[src/lzd_pkg.sv]
package lzd_pkg;

  typedef enum logic [7:0] {
    PH_TOKEN    = 8'b0000_0001,
    PH_LITEXT   = 8'b0000_0010,
    PH_LITERAL  = 8'b0000_0100,
    PH_OFFLO    = 8'b0000_1000,
    PH_OFFHI    = 8'b0001_0000,
    PH_MATCHEXT = 8'b0010_0000,
    PH_COPY     = 8'b0100_0000,
    PH_DONE     = 8'b1000_0000
  } phase_t;

  localparam int HISTORY_DEPTH = 65536;

  localparam logic [1:0] MODE_FEED   = 2'd0;
  localparam logic [1:0] MODE_TICK   = 2'd1;
  localparam logic [1:0] MODE_START  = 2'd2;
  localparam logic [1:0] MODE_IGNORE = 2'd3;

  localparam logic [2:0] REG_ULEN = 3'd0;
  localparam logic [2:0] REG_CLEN = 3'd1;
  localparam logic [2:0] REG_PLEN = 3'd2;
  localparam logic [2:0] REG_OCAP = 3'd3;
  localparam logic [2:0] REG_RAW  = 3'd4;

  localparam logic [2:0] ST_RUN     = 3'd0;
  localparam logic [2:0] ST_FULL    = 3'd1;
  localparam logic [2:0] ST_EXHAUST = 3'd2;
  localparam logic [2:0] ST_ZOFF    = 3'd3;
  localparam logic [2:0] ST_CAP     = 3'd4;
  localparam logic [2:0] ST_TRUNC   = 3'd5;

  localparam logic [3:0] NIB_EXT   = 4'hF;
  localparam logic [7:0] BYTE_EXT  = 8'hFF;
  localparam logic [4:0] MATCH_MIN = 5'd4;

  typedef struct packed {
    logic [1:0] mode;
    logic [7:0] data;
  } word_t;

endpackage

[src/lzd_queue.sv]
module lzd_queue
  import lzd_pkg::*;
(
  input  logic  clk,
  input  logic  rst,
  input  logic  wr_valid,
  output logic  wr_stall,
  input  word_t wr_word,
  output logic  rd_valid,
  input  logic  rd_take,
  output word_t rd_word
);
  word_t      slot [2];
  logic [1:0] count;
  logic       rd_ptr;
  logic       wr_ptr;
  logic       push;
  logic       pop;

  assign wr_stall = count[1];
  assign rd_valid = count != 2'd0;
  assign rd_word  = slot[rd_ptr];
  assign push     = wr_valid && !wr_stall;
  assign pop      = rd_valid && rd_take;

  always_ff @(posedge clk) begin
    if (rst) begin
      count  <= 2'd0;
      rd_ptr <= 1'b0;
      wr_ptr <= 1'b0;
    end else begin
      if (push) wr_ptr <= !wr_ptr;
      if (pop) rd_ptr <= !rd_ptr;
      count <= count + {1'b0, push} - {1'b0, pop};
    end
  end

  always_ff @(posedge clk) begin
    if (push) slot[wr_ptr] <= wr_word;
  end
endmodule

[config.mk]
export PLATFORM = sky130hd
export DESIGN_NAME = lzd_queue
export DESIGN_NICKNAME = d
export VERILOG_FILES = /design/src/lzd_pkg.sv /design/src/lzd_queue.sv
export SDC_FILE = /design/constraint.sdc
export NUM_CORES = 1
export LEC_CHECK = 0
export ABC_AREA = 1
export BUFFER_PORTS_ARGS = -buffer_cell sky130_fd_sc_hd__buf_4
export CAP_MARGIN = 10
export CORE_MARGIN = 2
export CORE_UTILIZATION = 40
export CTS_BUF_LIST = sky130_fd_sc_hd__clkbuf_4 sky130_fd_sc_hd__clkbuf_8
export CTS_CLUSTER_SIZE = 14
export DETAILED_ROUTE_END_ITERATION = 12
export MAX_ROUTING_LAYER = met4
export PLACE_DENSITY_LB_ADDON = 0.08
export SYNTH_ARGS = -nofsm -noshare
export SYNTH_HDL_FRONTEND = slang
export SYNTH_SLANG_ARGS = --single-unit
[constraint.sdc]
create_clock -name clk -period 1.5 [get_ports clk]
set_input_delay 0.375 -clock clk [delete_from_list [all_inputs] [get_ports clk]]
set_output_delay 0.375 -clock clk [all_outputs]
set_load 0.05 [all_outputs]
# Word-level counts from Yosys, hierarchy flattened
# Memory sizes are Yosys's and may differ from the RTL's. A register that Yosys moved wholly into a read port is not among the register bits.
# Index checks and enable logic that the tools add are counted.
totals:
  n_memories: 1
  mem_bits_ro: 0
  input_bits: 14
  mem_bits_rw: 20
  out_inout_bits: 12
  register_bits: 4
  latch_bits: 0
memory_table:
  columns: ["name", "words", "width", "read_ports", "rd_ports_with_merged_regs", "write_ports", "line", "text"]
  rows:
  - ["slot", 2, 10, 1, 1, 1, "lzd_queue.sv:13", "word_t slot [2];"]
op_classes:
  n_mux: 4
  reduce_logical: 6
  div_mod_pow: 0
  magnitude_cmp: 0
  n_mul: 0
  shift: 0
  bitwise_logic: 0
  n_addsub: 2
  eq_ne: 0
op_table:
  columns: ["operator", "count"]
  rows:
  - ["$mux 1", 4]
  - ["$logic_not 1->1", 3]
  - ["$add 2x1->2", 1]
  - ["$logic_and 1x1->1", 2]
  - ["$reduce_bool 2->1", 1]
  - ["$sub 2x1->2", 1]

# Logic depth before layout (Yosys ltp)
# Gate-level depths: netlist of run 1.
logic_depth:
  ltp_word: 4
  mapped_depth: 9
  mapped_depth_nobuf: 9

# Worst setup path before layout of run 1
# OpenSTA, ideal clock, no wires.
synth_timing:
  path_kind: "register -> register"
  from: "register count[1]"
  to: "register count[1]"
  path_slack_ns: -0.165
  arrival_ns: 1.550
  setup_ns: 0.115
  required_ns: 1.385
  path_buffers: 0
  stages_incl_launch_ff: 10
  cell_sequence: "dfxtp_1 > inv_2 > nand2_4 > nand2_4 > xor2_1 > ha_1 > inv_1 > nand3_1 > nand2_1 > nor2_1"
synth_between:
  elab_cells_between_ends: 6
synth_rtl:
  columns: ["item", "line", "text"]
  rows:
  - ["start: declaration", "lzd_queue.sv:14", "logic [1:0] count;"]
  - ["start signal: assignment", "lzd_queue.sv:34", "count <= count + {1'b0, push} - {1'b0, pop};"]
  - ["$reduce_bool 2->1", "lzd_queue.sv:21", "assign rd_valid = count != 2'd0;"]
  - ["named net rd_valid", "lzd_queue.sv:9", "output logic rd_valid,"]
  - ["$logic_and 1x1->1", "lzd_queue.sv:24", "assign pop = rd_valid && rd_take;"]
  - ["$sub 2x1->2", "lzd_queue.sv:34", null]
# The timed path passes the listed nets, and every way through them passes these cells.
# A chain may end at the register's enable or synchronous reset.

==> results.sh, run 1 <==
export IMPL_setup_violations=10
export IMPL_routedWlPerCell_um=12.3
export IMPL_dieHeight_um=53.0
export IMPL_comb_power_share_pct=49.3
export IMPL_die_area_um2=2810
export IMPL_pwr_share_clk_pct=12.1
export IMPL_postSynthNetCount=78
export IMPL_pwr_share_seq_pct=38.6
export IMPL_core_region_area_um2=2230
export IMPL_global_route_usage_met1_pct=16.1
export IMPL_io_buffers=25
export IMPL_synthDominantCellAreaShare_pct=62.4
export IMPL_synth_yosys_warnings=0
export IMPL_power_density_cell_area_nw_per_um2=1750
export IMPL_clkLatencyLatePin_ps=310
export IMPL_timing_rr_end="count[1]"
export IMPL_reg2reg_setup_slack_ps=270
export IMPL_worst_setup_path_type="flip-flop to output port"
export IMPL_worst_pin_slew_ps=156
export IMPL_ys_ff_latch=25
export IMPL_met3_usage_pct=3.67
export IMPL_detail_route_first_pass_iterations=3
export IMPL_dr_first_iter_drc_count=13
export IMPL_cts_root_to_sink_buffers=2
export IMPL_grt_pass1_vias=650
export IMPL_outcome="complete, but fails checks"
export IMPL_cts_hold_buffers_added=0
export IMPL_grt_max_degree=15
export IMPL_dr_total_vias=584
export IMPL_fmax_mhz=605
export IMPL_data_required_time_of_the_critical_path_ps=1120
export IMPL_finalHoldViolations=0
export IMPL_max_cap_violations=0
export IMPL_synthesis_instances=63
export IMPL_routability_cong=0.695
export IMPL_finalMaxSlewViolations=0
export IMPL_vdd_ir_drop_max_v=0.00105
export IMPL_fraction_of_power_spent_switching_nets_pct=38.0
export IMPL_dp_slack_ps=145
export IMPL_finalNonFillerCells=125
export IMPL_final_layout_size_suffix_gt1_share_pct=52.6
export IMPL_critical_path_peak_fanout=5
export IMPL_cts_buffers_inserted=3
export IMPL_routed_wl_um=1530
export IMPL_rows=17
export IMPL_unrepaired_setup_endpoints_after_global_routing="yes"
export IMPL_avgSynthCellArea_um2=15.3
export IMPL_cts_htree_levels=1
export IMPL_netlist_area_um2=962
export IMPL_hold_critical_path_endpoint="count[0]"
export IMPL_crit_path_end_kind="output port"
export IMPL_place_detailed_hpwl_um=1120
export IMPL_route_antenna_remaining_nets=0
export IMPL_final_critical_path_share_of_the_clock_period_pct=110
export IMPL_dominant_cell_type_by_area_after_synthesis="edfxtp_1"
export IMPL_antenna_violations_before_repair=0
export IMPL_final_min_clock_period_ps=1650
export IMPL_num_antenna_cells=0
export IMPL_initial_utilization_pct=43.1
export IMPL_cts_root_buf="clkbuf_4"
export IMPL_global_route_wire_length_before_repair_um=2670
export IMPL_path_clk_slew_ps=130
export IMPL_cts_sinks=25
export IMPL_final_setup_skew_ps=4.96
export IMPL_drc_violations_left=0
export IMPL_timing_critical_path_from_type="flip-flop"
export IMPL_yosys_top_cells_area="edfxtp_1, mux2_2, dfxtp_1"
export IMPL_gr_total_overflow=0
export IMPL_crit_arrival_ps=1280
export IMPL_synth_seq_area_share_pct=72.8
export IMPL_worst_reg2reg_path_startpoint="count[0]"
export IMPL_violations="negative setup slack"
export IMPL_overall_track_demand_over_capacity_in_global_routing_pct=14.4
export IMPL_tritoncts="yes"
export IMPL_design_area_um2=1370
export IMPL_switching_component_of_the_power_uw=914
export IMPL_max_slew_margin_pct=89.5
export IMPL_flow_area_growth_from_synthesis_pct=42.7
export IMPL_min_path_type="primary input to flip-flop"
export IMPL_design_portCount=26
export IMPL_fp_dieW_um=53.0
export IMPL_global_route_usage_met2_pct=23.1
export IMPL_hold_path_startpoint="rst"
export IMPL_layout_nets=113
export IMPL_power_internal_uw=1490
export IMPL_grt_most_used_layer="met2"
export IMPL_worstHoldPathCells=2
export IMPL_setup_slack_ps=-153
export IMPL_leakagePower_uw=0.000579
export IMPL_timing_reg2reg_worst_path_depth=9
export IMPL_route_detailed_vias_per_inst=4.67
export IMPL_synth_cell_types=16
export IMPL_placed_cells_incl_taps=121
export IMPL_placement_cell_area_um2=1220
==> repair_timing <==
| item | 4_1_cts | 5_1_grt |
|---|---|---|
| buffers inserted | 0 | 0 |
| cloned | 0 | 0 |
| gates resized for setup | 33 | 0 |
| endpoints found under the setup margin | 10 | 10 |
==> metrics by stage <==
step                      TNS [ps]  utilization (%)  hold WS [ps]  total power [uW]
final                        -1480             61.5           216              2400
after global routing         -2080             61.5           208              2540
after CTS                    -1630             61.5           205              2430
after detailed placement         0             54.8           485              1930
after global placement           0             54.8           464              1910
after floorplan                  0                -           446              1630
==> state kept, by name, indices dropped and copies added, names as in the netlist, named ones only <==
register  count
slot         20
wr_ptr        1
rd_ptr        1
count         2
==> Yosys cell counts <==
cell type   n
a21oi_1     4
buf_4       1
dfxtp_1     5
edfxtp_1   20
ha_1        1
inv_1       6
inv_2       2
mux2_2     10
nand2_1     3
nand2_4     2
nand3_1     1
nand4_1     1
nor2_1      4
nor3_1      1
o21ai_1     1
xor2_1      1
==> cells by family after synthesis <==
group | after synthesis | share of synthesized area [%]
and+or+nand+nor | 12 | 6.76
muxes | 10 | 11.7
adders and majority gates | 1 | 1.30
xor gates and xnor gates | 1 | 0.910
DFF | 25 | 72.8
buffers and inverters | 9 | 3.90
AOI/OAI and AO/OA | 5 | 2.60
==> routing by layer <==
| layer | vias up | routed length, um | share of wire (%) |
|---|---|---|---|
| met5 | - | 0 | 0 |
| met2 | 16 | 797 | 52 |
| met3 | 4 | 77 | 5.0 |
| met4 | 0 | 32 | 2.1 |
| met1 | 273 | 624 | 41 |
| li1 | 291 | - | - |
==> cell type report <==
cell class | instances | area [um2]
clock buffer | 3 | 22.5
fill | 180 | 861
timing repair buffer | 31 | 315
clock inverter | 1 | 5.00
sequential | 25 | 703
tap | 28 | 35.0
multi-input combinational | 29 | 262
inverter | 8 | 30.0
==> worst max path at each step <==
stage / cells past startpoint / end / start
after detailed placement: 3 / rd_word[7] / flip-flop
after floorplan: 3 / slot[1][0] / count[1]
after CTS: 3 / rd_word[7] / flip-flop
after global routing: 3 / rd_word[7] / flip-flop
final: 3 / rd_word[7] / flip-flop
after global placement: 3 / rd_word[7] / flip-flop
==> layout by cell type (no fill, tap or decap) <==
| master | n |
|---|---|
| a21oi_1 | 4 |
| dfxtp_1 | 3 |
| edfxtp_1 | 20 |
| o21ai_1 | 1 |
| inv_1 | 6 |
| dfxtp_2 | 2 |
| xor2_1 | 1 |
| buf_8 | 10 |
| ha_1 | 1 |
| nand2_4 | 2 |
| nand4_1 | 1 |
| clkinv_2 | 1 |
| nor2_1 | 4 |
| buf_6 | 2 |
| buf_4 | 19 |
| nor3_1 | 1 |
| nand2_1 | 3 |
| inv_2 | 2 |
| nand3_1 | 1 |
| mux2_4 | 10 |
| clkbuf_4 | 3 |
==> worst max-delay path: stages, from the launching register on <==
cell	delay, ps
dfxtp_2	360
buf_6	130
mux2_4	310
buf_8	150
==> power groups by stage <==
stage          clock network [uW]  logic (uW)  registers, uW
3_5_place_dp                    0         990            938
2_1_floorplan                   0         669            962
6_report                      290        1180            929
4_1_cts                       306        1190            929
5_1_grt                       335        1260            943
3_3_place_gp                    0         979            934
Power figures use the tool's default switching activity.
==> run 2: changes to the inputs <==
Settings changed: CORE_ASPECT_RATIO set to 1.5.
==> results.sh, run 2 (synthesis gave the netlist of run 1 again) <==
export IMPL_outcome="complete, but fails checks"
export IMPL_violations="negative setup slack"
export IMPL_flow_area_growth_from_synthesis_pct=34.2
export IMPL_power_density_cell_area_nw_per_um2=1770
export IMPL_layout_cells_most_common_list="edfxtp_1, buf_4, mux2_2, buf_6, inv_1"
export IMPL_path_clk_slew_ps=130
export IMPL_cts_root_buf="clkbuf_4"
export IMPL_die_area_um2=2820
export IMPL_cts_htree_levels=1
export IMPL_drc_violations_left=0
export IMPL_global_route_wire_length_before_repair_um=2480
export IMPL_reg_top3="slot x20, count x2"
export IMPL_tritoncts="yes"
export IMPL_route_detailed_vias_per_inst=4.79
export IMPL_finalMaxSlewViolations=0
export IMPL_grt_most_used_layer="met2"
export IMPL_dr_total_vias=565
export IMPL_vdd_ir_drop_max_v=0.000970
export IMPL_grt_pass1_vias=606
export IMPL_finalHoldViolations=0
export IMPL_antenna_violations_before_repair=0
export IMPL_crit_arrival_ps=1280
export IMPL_timing_critical_path_from_type="flip-flop"
export IMPL_layout_nets=111
export IMPL_routed_wl_um=1440
export IMPL_global_route_usage_met1_pct=13.0
export IMPL_initial_utilization_pct=42.6
export IMPL_max_slew_margin_pct=88.9
export IMPL_rows=21
export IMPL_fillCellCount=189
export IMPL_core_region_area_um2=2260
export IMPL_final_layout_size_suffix_gt1_share_pct=51.6
export IMPL_setup_total_negative_slack_ps=-1530
export IMPL_fin_hold_ws_ps=239
export IMPL_overall_track_demand_over_capacity_in_global_routing_pct=12.3
export IMPL_fin_total_pwr_uw=2280
export IMPL_mostFrequentLayoutCell="edfxtp_1"
export IMPL_unrepaired_setup_endpoints_after_global_routing="yes"
export IMPL_largest_register_ff_count=20
export IMPL_met3_usage_pct=1.98
export IMPL_clkLatencyLatePin_ps=300
export IMPL_design_portCount=26
export IMPL_global_route_usage_met2_pct=21.5
export IMPL_fp_dieW_um=44.0
export IMPL_data_required_time_of_the_critical_path_ps=1120
export IMPL_setup_violations=10
export IMPL_dr_first_iter_drc_count=21
export IMPL_multiInputGateArea_um2=228
export IMPL_final_setup_skew_ps=4.33
export IMPL_finalCoreUtilization_pct=57.1
export IMPL_worst_setup_path_type="flip-flop to output port"
export IMPL_place_detailed_hpwl_um=1110
export IMPL_crit_path_end_kind="output port"
export IMPL_critical_path_peak_fanout=10
export IMPL_io_buffers=25
export IMPL_route_antenna_remaining_nets=0
export IMPL_postCtsSetupBuffers=0
export IMPL_grt_max_degree=14
export IMPL_routedWlPerCell_um=12.2
export IMPL_registers_top_by_ff_count="slot"
export IMPL_cts_sinks=25
export IMPL_max_cap_violations=0
export IMPL_routability_cong=0.647
export IMPL_sequential_cell_area_um2=703
export IMPL_num_antenna_cells=0
export IMPL_leakagePower_uw=0.000527
export IMPL_gr_total_overflow=0
export IMPL_detail_route_first_pass_iterations=4
export IMPL_setup_slack_ps=-159
export IMPL_final_min_clock_period_ps=1660
export IMPL_worst_pin_slew_ps=166
export IMPL_dieHeight_um=64.1
export IMPL_min_path_type="primary input to flip-flop"
export IMPL_cts_buffers_inserted=3
export IMPL_final_critical_path_share_of_the_clock_period_pct=111
export IMPL_fmax_mhz=603
export IMPL_cts_root_to_sink_buffers=2
[run 2: changes by cell type in the layout (fill, tap and decap cells not counted), moves of 7 or more]
cell,change
buf_6,+7
buf_8,-9
mux2_4,-9
mux2_2,+9
[run 2: per-layer routing]
metal	wire, um	part of all wire, %	up-vias
met1	563	39	265
met5	0	0	-
li1	-	-	284
met4	22	1.5	0
met2	786	54	14
met3	71	4.9	2
[run 2: area by class of cell]
type | instances | share of cell area, %
flip-flops and latches | 25 | 54.5
repair buffers | 29 | 21.0
multi-input cells | 29 | 17.6
clock buffers | 4 | 2.33
inverters | 8 | 2.33
well taps | 23 | 2.23
[run 2: worst paths after layout]
kind | from | endpoint | slack, ps | cells past startpoint
max | flip-flop | rd_word[4] | -160 | 3
min | rst | count[0] | 240 | 2
max reg2reg | count[0] | count[1] | 240 | 9
min reg2reg | rd_ptr | rd_ptr | 490 | 2
[run 2: through the flow]
| step | setup slack (ps) | cells | instance area (um2) |
|---|---|---|---|
| floorplan | 15.9 | 63 | 963 |
| finish | -159 | 118 | 1290 |
| global placement | 123 | 114 | 1210 |
| CTS | -179 | 118 | 1290 |
| global route | -215 | 118 | 1290 |
| detailed placement | 121 | 114 | 1210 |
[run 2: worst max-delay path, stage by stage, from the launching register on]
cell and delay (ps):
dfxtp_2 360, buf_12 130, mux2_2 340, buf_6 150
[run 2: power by group]
part | total [uW] | switching [uW] | internal (uW)
Sequential | 926 | 45.3 | 881
Combinational | 1060 | 647 | 409
Clock | 300 | 179 | 121
Total | 2280 | 871 | 1410
[run 2: timing repair]
action / CTS / global route
pin swaps: 0 / 0
hold buffers: 0 / 0
setup endpoints to repair: 10 / 10
resized for setup: 13 / 0
==> run 3: changes to the inputs <==
Settings changed: ABC_AREA 1 to unset.
==> results.sh, run 3 <==
export IMPL_io_buffers=25
export IMPL_cts_sinks=25
export IMPL_route_antenna_remaining_nets=0
export IMPL_cts_root_to_sink_buffers=2
export IMPL_vdd_ir_drop_max_v=0.000692
export IMPL_antenna_violations_before_repair=0
export IMPL_data_required_time_of_the_critical_path_ps=1120
export IMPL_core_region_area_um2=2260
export IMPL_die_area_um2=2810
export IMPL_synth_async_sr_flop_share_pct=0
export IMPL_violations="negative setup slack"
export IMPL_cts_htree_levels=1
export IMPL_cts_root_buf="clkbuf_4"
export IMPL_finalHoldViolations=0
export IMPL_drc_violations_left=0
export IMPL_postSynthNetCount=73
export IMPL_registers_top_by_ff_count="slot"
export IMPL_fmax_mhz=596
export IMPL_power_internal_uw=1440
export IMPL_fin_hold_ws_ps=243
export IMPL_finalNonFillerCells=115
export IMPL_route_detailed_vias_per_inst=4.92
export IMPL_min_path_type="primary input to flip-flop"
export IMPL_fin_total_pwr_uw=2170
export IMPL_reg2reg_setup_slack_ps=120
export IMPL_placed_cells_incl_taps=109
export IMPL_setup_slack_ps=-179
export IMPL_switching_component_of_the_power_uw=727
export IMPL_routability_cong=0.597
export IMPL_final_min_clock_period_ps=1680
export IMPL_synth_seq_area_share_pct=73.1
export IMPL_dieHeight_um=64.0
export IMPL_synth_top_flop_cell="edfxtp_1"
export IMPL_setup_violations=10
export IMPL_timing_reg2reg_worst_path_depth=5
export IMPL_outcome="complete, but fails checks"
export IMPL_finalMaxSlewViolations=0
export IMPL_flow_area_growth_from_synthesis_pct=44.4
export IMPL_sequential_cell_area_um2=709
export IMPL_pwr_share_seq_pct=41.7
export IMPL_routed_wl_um=1530
export IMPL_final_critical_path_share_of_the_clock_period_pct=112
export IMPL_rows=21
export IMPL_worstSetupEndpoint="rd_word[1]"
export IMPL_design_portCount=26
export IMPL_critical_path_peak_fanout=5
export IMPL_dominant_cell_type_by_area_after_synthesis="edfxtp_1"
export IMPL_final_setup_skew_ps=3.26
export IMPL_largest_register_ff_count=20
export IMPL_synth_edf_count=20
export IMPL_mostFrequentLayoutCell="edfxtp_1"
export IMPL_fillCellCount=194
export IMPL_clkLatencyLatePin_ps=310
export IMPL_synth_yosys_warnings=0
export IMPL_fraction_of_power_spent_switching_nets_pct=33.5
export IMPL_avgSynthCellArea_um2=16.5
export IMPL_layout_nets=108
export IMPL_netlist_top_cells_count="edfxtp_1, mux2_2, dfxtp_1, nor2_1, nor2b_1"
export IMPL_timing_rr_end="slot[1][9]"
export IMPL_pwr_share_clk_pct=14.0
export IMPL_comb_power_share_pct=44.3
export IMPL_synth_cell_types=19
export IMPL_synthesis_instances=58
export IMPL_ys_ff_latch=25
export IMPL_reg_top3="slot x20, count x2"
export IMPL_detail_route_first_pass_iterations=4
export IMPL_num_antenna_cells=0
export IMPL_yosys_top_cells_area="edfxtp_1, mux2_2, dfxtp_1"
export IMPL_dr_total_vias=566
export IMPL_power_density_cell_area_nw_per_um2=1570
export IMPL_max_cap_violations=0
export IMPL_global_route_wire_length_before_repair_um=2350
export IMPL_worst_pin_slew_ps=200
export IMPL_multiInputGateArea_um2=278
export IMPL_fp_dieW_um=44.0
export IMPL_max_slew_margin_pct=86.5
export IMPL_initial_utilization_pct=42.4
export IMPL_grt_pass1_vias=597
export IMPL_cts_buffers_inserted=3
export IMPL_gr_total_overflow=0
export IMPL_dp_slack_ps=122
export IMPL_timing_critical_path_from_type="flip-flop"
export IMPL_crit_path_end_kind="output port"
export IMPL_unrepaired_setup_endpoints_after_global_routing="yes"
export IMPL_final_layout_size_suffix_gt1_share_pct=54.3
export IMPL_crit_arrival_ps=1300
export IMPL_overall_track_demand_over_capacity_in_global_routing_pct=11.9
export IMPL_netlist_area_um2=958
export IMPL_synthDominantCellAreaShare_pct=62.7
export IMPL_leakagePower_uw=0.000560
export IMPL_tritoncts="yes"
export IMPL_layout_cells_most_common_list="edfxtp_1, buf_4, buf_8, mux2_4, nor2_1"
export IMPL_worst_reg2reg_path_startpoint="count[1]"
export IMPL_synth_most_common_cell="edfxtp_1"
export IMPL_worst_setup_path_type="flip-flop to output port"
export IMPL_dr_first_iter_drc_count=5
export IMPL_routedWlPerCell_um=13.3
export IMPL_path_clk_slew_ps=120
export IMPL_grt_max_degree=14
-- run 3: cell families after synthesis --
| family | count (synthesis) | synth area share (%) |
|---|---|---|
| flip-flops | 25 | 73.1 |
| AND/OR/NAND/NOR | 14 | 8.49 |
| multiplexers | 10 | 11.7 |
| AO/OA/AOI/OAI | 4 | 2.61 |
| XOR/XNOR | 2 | 1.83 |
| buffers and inverters | 2 | 0.913 |
| adder cells (fa/ha/maj) | 1 | 1.31 |
-- run 3: worst min path at each step --
| stage | slack (ps) | end | from | cells past startpoint |
|---|---|---|---|---|
| after floorplan | 440 | count[1] | rst | 1 |
| after global placement | 490 | rd_ptr | rd_ptr | 2 |
| after detailed placement | 490 | rd_ptr | rd_ptr | 2 |
| after CTS | 230 | slot[1][2] | wr_word[2] | 1 |
| after global routing | 210 | slot[0][2] | wr_word[2] | 1 |
| final | 240 | slot[0][7] | wr_word[7] | 1 |
-- run 3: through the flow --
stage                     area [um2]  util (%)  TNS (ps)
after detailed placement        1210      53.7         0
after CTS                       1320      58.4     -1760
final                           1380      61.2     -1670
after floorplan                  960         -         0
after global placement          1210      53.7         0
after global routing            1380      61.2     -2250
-- run 3: area by class of cell --
cell class	count	share of cell area [%]
Tap cell	23	2.08
Multi-Input combinational cell	31	20.1
Timing Repair Buffer	31	24.1
Clock buffer	4	2.17
Sequential cell	25	51.3
Inverter	1	0.271
-- run 3: repair_timing --
action / in CTS / in global routing
setup endpoints to repair: 11 / 10
setup buffers: 1 / 0
cloned: 0 / 1
resized for setup: 20 / 11
pin swaps: 0 / 0
hold buffers: 0 / 0
-- run 3: routing by layer --
layer	global-route usage (%)	share of wire, %
met1	10.9	35
met2	21.7	60
met3	2.26	4.5
met4	6.82	0.46
met5	-	0
-- run 3: power groups by stage --
| stage | Clock, uW | Combinational (uW) | Sequential [uW] |
|---|---|---|---|
| after floorplan | 0 | 513 | 916 |
| after global placement | 0 | 758 | 908 |
| after detailed placement | 0 | 759 | 913 |
| after CTS | 318 | 882 | 896 |
| after global routing | 351 | 1010 | 914 |
| final | 303 | 959 | 904 |
-- run 3: worst max-delay path, cell delays in order, from the launching register on --
cell and delay [ps]:
dfxtp_4 390, clkbuf_16 150, mux2_4 310, buf_8 150
